## src/sv/tseq_pkg.sv

```systemverilog
// ----------------------------------------------------------------------------
// tseq_pkg
// shared types and constants for the tone sequencer and its arpeggio voice
// ----------------------------------------------------------------------------
package tseq_pkg;

    // fixed field widths
    localparam int ADDR_W   = 10;
    localparam int ADDR_SPAN = 1 << ADDR_W;
    localparam int BYTE_W   = 8;
    localparam int LEN_W    = 11;
    localparam int WAIT_W   = 16;
    localparam int ARP_W    = 2;
    localparam int PCNT_W   = 3;

    // pitch list and command fetch window
    localparam int PITCH_SLOTS = 4;
    localparam int FETCH_BYTES = 6;
    localparam int FETCH_W     = 3;

    // reset values
    localparam logic [BYTE_W-1:0] RHYTHM_RESET = 8'd255;
    localparam logic [BYTE_W-1:0] PITCH_RESET  = 8'd255;
    localparam logic [BYTE_W-1:0] THRESH_RESET = 8'd96;
    localparam logic [LEN_W-1:0]  LEN_RESET    = 11'd1024;

    // item opcodes
    localparam logic OP_WRITE = 1'b0;
    localparam logic OP_TICK  = 1'b1;

    // configuration register indexes
    localparam logic CFG_ARP_THRESHOLD = 1'b0;
    localparam logic CFG_SEQ_LENGTH    = 1'b1;

    // command codes
    localparam logic [BYTE_W-1:0] CMD_SLEEP     = 8'd0;
    localparam logic [BYTE_W-1:0] CMD_PITCH_MIN = 8'd1;
    localparam logic [BYTE_W-1:0] CMD_TONE      = 8'd5;
    localparam logic [BYTE_W-1:0] CMD_VOICE     = 8'd6;
    localparam logic [BYTE_W-1:0] CMD_RHYTHM    = 8'd7;
    localparam logic [BYTE_W-1:0] CMD_REPEAT    = 8'd8;

    // control from the sequencer to the voice
    typedef struct packed {
        logic              step;
        logic              rewind;
        logic              on;
        logic [PCNT_W-1:0] count;
    } voice_ctl_t;

endpackage

```

## src/sv/tseq_voice.sv

```systemverilog
// ----------------------------------------------------------------------------
// tseq_voice
// arpeggio stepper: picks the current pitch slot and advances it every
// threshold ticks while the voice is on and holds pitches
// ----------------------------------------------------------------------------
module tseq_voice
    import tseq_pkg::*;
(
    input  logic              clk,
    input  logic              rst_n,
    input  voice_ctl_t        ctl,
    input  logic [BYTE_W-1:0] threshold,
    output logic [ARP_W-1:0]  sel,
    output logic              fire
);

    logic [ARP_W-1:0]  idx_reg;
    logic [ARP_W-1:0]  idx_next;
    logic [BYTE_W-1:0] ticks_reg;
    logic [BYTE_W-1:0] ticks_next;
    logic [BYTE_W-1:0] ticks_inc;
    logic [PCNT_W-1:0] idx_inc;

    // index past the count falls back to the first pitch
    assign sel       = (PCNT_W'(idx_reg) >= ctl.count) ? '0 : idx_reg;
    assign fire      = ctl.step && ctl.on && (ctl.count != '0);
    assign ticks_inc = ticks_reg + 8'd1;
    assign idx_inc   = PCNT_W'(sel) + 3'd1;

    always_comb
    begin
        idx_next   = idx_reg;
        ticks_next = ticks_reg;
        if (ctl.rewind)
        begin
            idx_next = '0;
        end
        else if (fire)
        begin
            if (ticks_inc >= threshold)
            begin
                ticks_next = '0;
                idx_next   = (idx_inc < ctl.count) ? ARP_W'(idx_inc) : '0;
            end
            else
            begin
                ticks_next = ticks_inc;
                idx_next   = sel;
            end
        end
    end

    always_ff @(posedge clk or negedge rst_n)
    begin
        if (!rst_n)
        begin
            idx_reg   <= '0;
            ticks_reg <= '0;
        end
        else
        begin
            idx_reg   <= idx_next;
            ticks_reg <= ticks_next;
        end
    end

endmodule

```

## config.mk

```make
export PLATFORM = sky130hd
export DESIGN_NAME = tseq_voice
export DESIGN_NICKNAME = d
export VERILOG_FILES = /design/src/sv/tseq_pkg.sv /design/src/sv/tseq_voice.sv
export SDC_FILE = /design/constraint.sdc
export NUM_CORES = 1
export LEC_CHECK = 0
export BUFFER_PORTS_ARGS = -buffer_cell sky130_fd_sc_hd__buf_2
export CORE_MARGIN = 2
export CORE_UTILIZATION = 28
export CTS_BUF_LIST = sky130_fd_sc_hd__clkbuf_4
export CTS_CLUSTER_DIAMETER = 50
export DETAILED_ROUTE_END_ITERATION = 8
export GPL_TIMING_DRIVEN = 0
export SYNTH_ARGS = -nofsm -noshare
export SYNTH_HDL_FRONTEND = slang
export SYNTH_SLANG_ARGS = --single-unit
```

## constraint.sdc

```tcl
create_clock -name clk -period 2.55 [get_ports clk]
set_input_delay 0.3825 -clock clk [delete_from_list [all_inputs] [get_ports clk]]
set_output_delay 0.3825 -clock clk [all_outputs]
set_load 0.05 [all_outputs]
```

### Word level (Yosys, flattened, before mapping)

Cells that the tools add are included.

* logic and storage cells: 19
* output and inout port bits: 3
* register bits: 10

* magnitude comparators: 3
* muxes and demuxes: 6
* bitwise logic cells: 1
* add/subtract/negate cells: 2
* reductions and logical operators: 5

Operators by type and width (count)
* two-way mux 2 bit: 5
* adder 8 x 1 -> 8 bit (second input constant): 1
* greater-or-equal comparator 8 bit: 1
* two-way mux 8 bit: 1
* adder 2 x 1 -> 3 bit (second input constant): 1
* greater-or-equal comparator 2 x 3 -> 1 bit: 1
* less-than comparator 3 bit: 1
* nonzero test 3 bit: 1
* logical AND 1 bit: 2
* AND reduction 2 bit: 1
* nonzero test 2 bit: 1
* inverter 1 bit: 1

### Depth between registers and ports, before layout

* word-level depth: 8
* depth in mapped cells: 11
* depth with buffers taken out: 10

### Worst setup path after synthesis

No wires, ideal clock.

* kind: reg2reg
* start point: register idx_reg[0]
* end point: register idx_reg[0]
* period minus slack after synthesis: 2.890 ns
* data arrival time: 2.808 ns
* required time: 2.468 ns
* path buffers: 0
* setup slack: -0.340 ns
* stages on the path, launching flop included: 11
* library setup time: 0.082 ns
* cell sequence: dfrtp_1 -> inv_1 -> ha_1 -> nor3b_1 -> nor3_1 -> nor2b_1 -> ha_1 -> ha_1 -> o21ai_0 -> nand4b_1 -> a31oi_1

* longest elaborated chain between the ends: 8

RTL lines
* start: declaration: RTL line tseq_voice.sv:17 `logic [ARP_W-1:0] idx_reg;`
* start signal: assignment: RTL line tseq_voice.sv:62 `idx_reg <= idx_next;`
* greater-or-equal comparator 2 x 3 -> 1 bit: RTL line tseq_voice.sv:25 `assign sel = (PCNT_W'(idx_reg) >= ctl.count) ? '0 : idx_reg;`
* two-way mux 2 bit: RTL line tseq_voice.sv:25
* net sel[1]: RTL line tseq_voice.sv:13 `output logic [ARP_W-1:0] sel,`
* adder 2 x 1 -> 3 bit: RTL line tseq_voice.sv:28 `assign idx_inc = PCNT_W'(sel) + 3'd1;`
* less-than comparator 3 bit: RTL line tseq_voice.sv:43 `idx_next = (idx_inc < ctl.count) ? ARP_W'(idx_inc) : '0;`
* two-way mux 2 bit: RTL line tseq_voice.sv:43
* two-way mux 2 bit: RTL line tseq_voice.sv:40 `if (ticks_inc >= threshold)`
* two-way mux 2 bit: RTL line tseq_voice.sv:38 `else if (fire)`
* two-way mux 2 bit: RTL line tseq_voice.sv:34 `if (ctl.rewind)`

The timed path passes the listed nets, and every way through them passes these cells. The select of a mux whose other input is x is not followed.
A chain may end at the register's enable or synchronous reset.

### Final worst setup path

* start point: register ticks_reg[1]
* end point: register idx_reg[0]

* longest elaborated chain between the ends: 5

RTL lines
* start: declaration: RTL line tseq_voice.sv:19 `logic [BYTE_W-1:0] ticks_reg;`
* start signal: assignment: RTL line tseq_voice.sv:63 `ticks_reg <= ticks_next;`
* adder 8 x 1 -> 8 bit: RTL line tseq_voice.sv:27 `assign ticks_inc = ticks_reg + 8'd1;`
* greater-or-equal comparator 8 bit: RTL line tseq_voice.sv:40
* two-way mux 2 bit: RTL line tseq_voice.sv:40
* two-way mux 2 bit: RTL line tseq_voice.sv:38
* two-way mux 2 bit: RTL line tseq_voice.sv:34

No other way between the ends. The select of a mux whose other input is x is not followed.

==> summary.md <==
| Metric | Value |
|---|---|
| Maximum clock rate | 0.395 GHz |
| Arr. time, crit path | between 2000 and 3000 ps |
| Chip Height | 60.5 um |
| Buf+Inv Stages, Crit Path | 2 |
| PwrDens | 483 mW/mm^2 |
| Root Buffer | clkbuf_4 |
| Fin cells | 177 |
| Port buffer count | 18 |
| Ratio of cells with drive above 1 in the final layout | 37.6% |
| Area Overhead vs Synth | 37.1% |
| Seq/Total Area, Yosys | 28.0% |
| GRT Util Overall | 12.3% |
| Placer Congestion | 0.805 |
| Vias in the first global route | about 800 |
| Top Ports | 19 |
| Sequential cell area | 250 um^2 |
| Worst Setup Start Kind | register |
| Critical path endpoint category | register |
| Initial Utilization | 29.3% |
| CTS tree | yes |
| Max reg flops | 8 |
| Clock group share of total power | 19.4% |
| Top delay family on crit path | simple AND/OR/NAND/NOR gates |
| Mapped Nets | roughly 130 |
| Largest net degree at the start of global routing | 11 |
| Seq pwr share | 37.7% |
| Syn Inst Count | 101 |
| Status | completed |
| VDD IR max | 0.000195 V |
| Antenna violations before repair | 0 |
| Die Wd | 60.5 um |
| Logic pwr share | 43.0% |
| Final min period | around 2500 ps |
| Top-area cell type share of the netlist area | about 28% |
| Post-synth top area cell | dfrtp_1 |
| Vias per inst | 4.50 |
| DRT iter0 DRCs | 11 |
| CP most frequent cell | and3_4 |
| Critical Path RT | 2750 ps |
| Grt ovf | 0 |
| #FFs+latches synth | 10 |
| Yosys cell types | 29 |
| Slew HR | 71.4% |
| Final setup viols | 0 |
| Max cap viols | 0 |
| DR WL/cell | 11.3 um |
| Tcrit/Tclk final | 99.3% |
| Top cells by area, synth | dfrtp_1 (28%), ha_1 (20%), inv_1 (5.0%), o21ai_1 (3.9%), nand2_1 (3.8%) |
| Crit-path max FO | 4 |
| Post-synth EDFFs | 0 |
| Placed insts | 163 |
| WL final | 2010 um |
| Total clock sinks | 10 |
| Post-route ant nets | 0 |
| Core footprint | between 0.003 and 0.004 mm^2 |
| Final hold slack | about 300 ps |
| Critical path class | reg2reg |
| Hold crit path type | in2reg |
| Crit path cell chain | and3_4 -> and3_4 -> and3_4 -> xor2_2 -> ha_1 -> buf_4 -> o211ai_2 -> o311ai_4 -> buf_4 -> or3_1 -> a31oi_1 |
| Clock Skew | between 9 and 10 ps |
| # rows | 20 |
| Total power | around 0.00059 W |
| Synth Cell Area | 895 um^2 |
| Syn. warnings | 0 |
| Nets | 164 |
| Main flop type after synthesis | dfrtp_1 |
| H-Tree Depth | 1 |
| Util after Layout | 40.2% |
| First-pass GRT wire length | 3370 um |
| Worst-margin pin slew | 428 ps |
| Worst skew pair latency | 270 ps |
| Switch Pwr | 0.000228 W |
| CTS Buffer Depth | 2 |
| Max incr delay on CP | roughly 410 ps |
| DR vias | 796 |
| Antenna cell count | 0 |
| Layout fillers | 338 |
| Multi-input gate area | 659 um^2 |
| Pint | 0.000365 W |
| Num CTS Buffers | 3 |
| Net Sw Frac | 38.4% |
| 1st-pass router iterations | 4 |
| Max Slew Vio Count | 0 |
| Pleak | 0.627 nW |
| Top cells by count, synth | ha_1 (14), inv_1 (12), dfrtp_1 (10), nand2_1 (9), o21ai_1 (7) |
| RSZ-0062 raised after global routing | yes |
| Count leader, synth | ha_1 |
| FFs w/ async S/R, synth | 100% |
| Die ar. | 0.00366 mm^2 |
| Syn_area_per_cell | 8.86 um^2 |
| Crit-path slowest cell | dfrtp_1 |
| Clock-pin slew on the worst setup and hold paths | around 70 ps |
| Hpwl dp | 1480 um |
| Drt drc | 0 |
| Final Hold Vio Count | 0 |
## cell families (layout without fill, tap and decap cells)
logic type	Yosys count	count (layout)	synth area share (%)
muxes	2	2	2.52
adders and majority gates	14	14	19.6
buffers and inverters	15	47	7.13
AOI/OAI and AO/OA	20	20	16.6
DFF	10	10	28.0
xor gates and xnor gates	6	6	5.88
and+or+nand+nor	34	34	20.3
## final cells by class
cell class / instances / share of cell area [%]
inverters: 13 / 3.98
well taps: 44 / 4.49
multi-input cells: 76 / 53.8
clock inverters: 1 / 0.306
flip-flops and latches: 10 / 20.4
clock buffers: 3 / 1.84
plain buffers: 2 / 1.53
repair buffers: 28 / 13.7
## power by group through the flow
stage / Sequential, W / Combinational [W] / Clock, W
finish: 0.000223 / 0.000255 / 0.000115
floorplan: 0.000217 / 0.000155 / 0
global route: 0.000231 / 0.000293 / 0.000127
detailed placement: 0.000224 / 0.000209 / 0
global placement: 0.000223 / 0.000202 / 0
CTS: 0.000219 / 0.000226 / 0.000114
## cell usage in the layout, fill, tap and decap left out, types with 2 or more instances in the layout
cell / netlist / final
buf_2: 0 / 18
a22o_1: 3 / 3
nand2_1: 9 / 9
xor2_1: 3 / 2
o21ai_1: 7 / 6
buf_4: 2 / 10
nand2b_1: 3 / 3
dfrtp_1: 10 / 10
a31oi_1: 3 / 3
nand3_1: 3 / 3
inv_1: 12 / 12
nand4b_1: 2 / 2
clkbuf_4: 0 / 3
a211o_1: 2 / 2
ha_1: 14 / 13
nor2b_1: 3 / 2
xnor2_1: 3 / 3
nor2_1: 6 / 4
and3_4: 0 / 3
nor2_4: 1 / 2
## stage by stage
stage	TNS, ps	worst slack (ps)	instance area, um^2
2_1_floorplan	0	55.9	915
6_report	0	18.2	1230
3_5_place_dp	-616	-149	1060
4_1_cts	0	25.5	1130
5_1_grt	-345	-153	1230
3_3_place_gp	-371	-115	1060
## path summary, 6_finish.rpt
kind | startpoint | end | slack (ps) | cells past startpoint
max | ticks_reg[1]$_DFFE_PN0P_ | idx_reg[0]$_DFFE_PN0P_ | 20 | 11
min | ctl[4] | idx_reg[0]$_DFFE_PN0P_ | 300 | 2
max reg2reg | ticks_reg[1]$_DFFE_PN0P_ | idx_reg[0]$_DFFE_PN0P_ | 20 | 11
min reg2reg | ticks_reg[6]$_DFFE_PN0P_ | ticks_reg[6]$_DFFE_PN0P_ | 540 | 2
max in group asynchronous | rst_n | ticks_reg[3]$_DFFE_PN0P_ | 1860 | 2
min in group asynchronous | rst_n | ticks_reg[4]$_DFFE_PN0P_ | 490 | 2
## what timing repair did
| action | CTS | global route |
|---|---|---|
| hold buffers | 1 | 0 |
| resized for setup | 1 | 11 |
| endpoints found under the hold margin | 10 | 0 |
| setup endpoints to repair | 7 | 10 |
| setup buffers | 3 | 6 |
| pin swaps | 1 | 8 |
## metal layers
metal	up-vias	track usage, %	part of all wire [%]
li1	419	-	-
met1	351	14.3	45
met2	21	21.9	49
met3	5	1.07	4.1
met4	0	7.45	2.7
met5	-	0	0
## worst register-to-register path, cell delays in order, from the launching register on
cell and delay, ps:
dfrtp_1 410, and3_4 200, and3_4 180, and3_4 180, xor2_2 150, ha_1 320
buf_4 140, o211ai_2 90, o311ai_4 150, buf_4 160, or3_1 310, a31oi_1 180
Power figures use the tool's default switching activity.
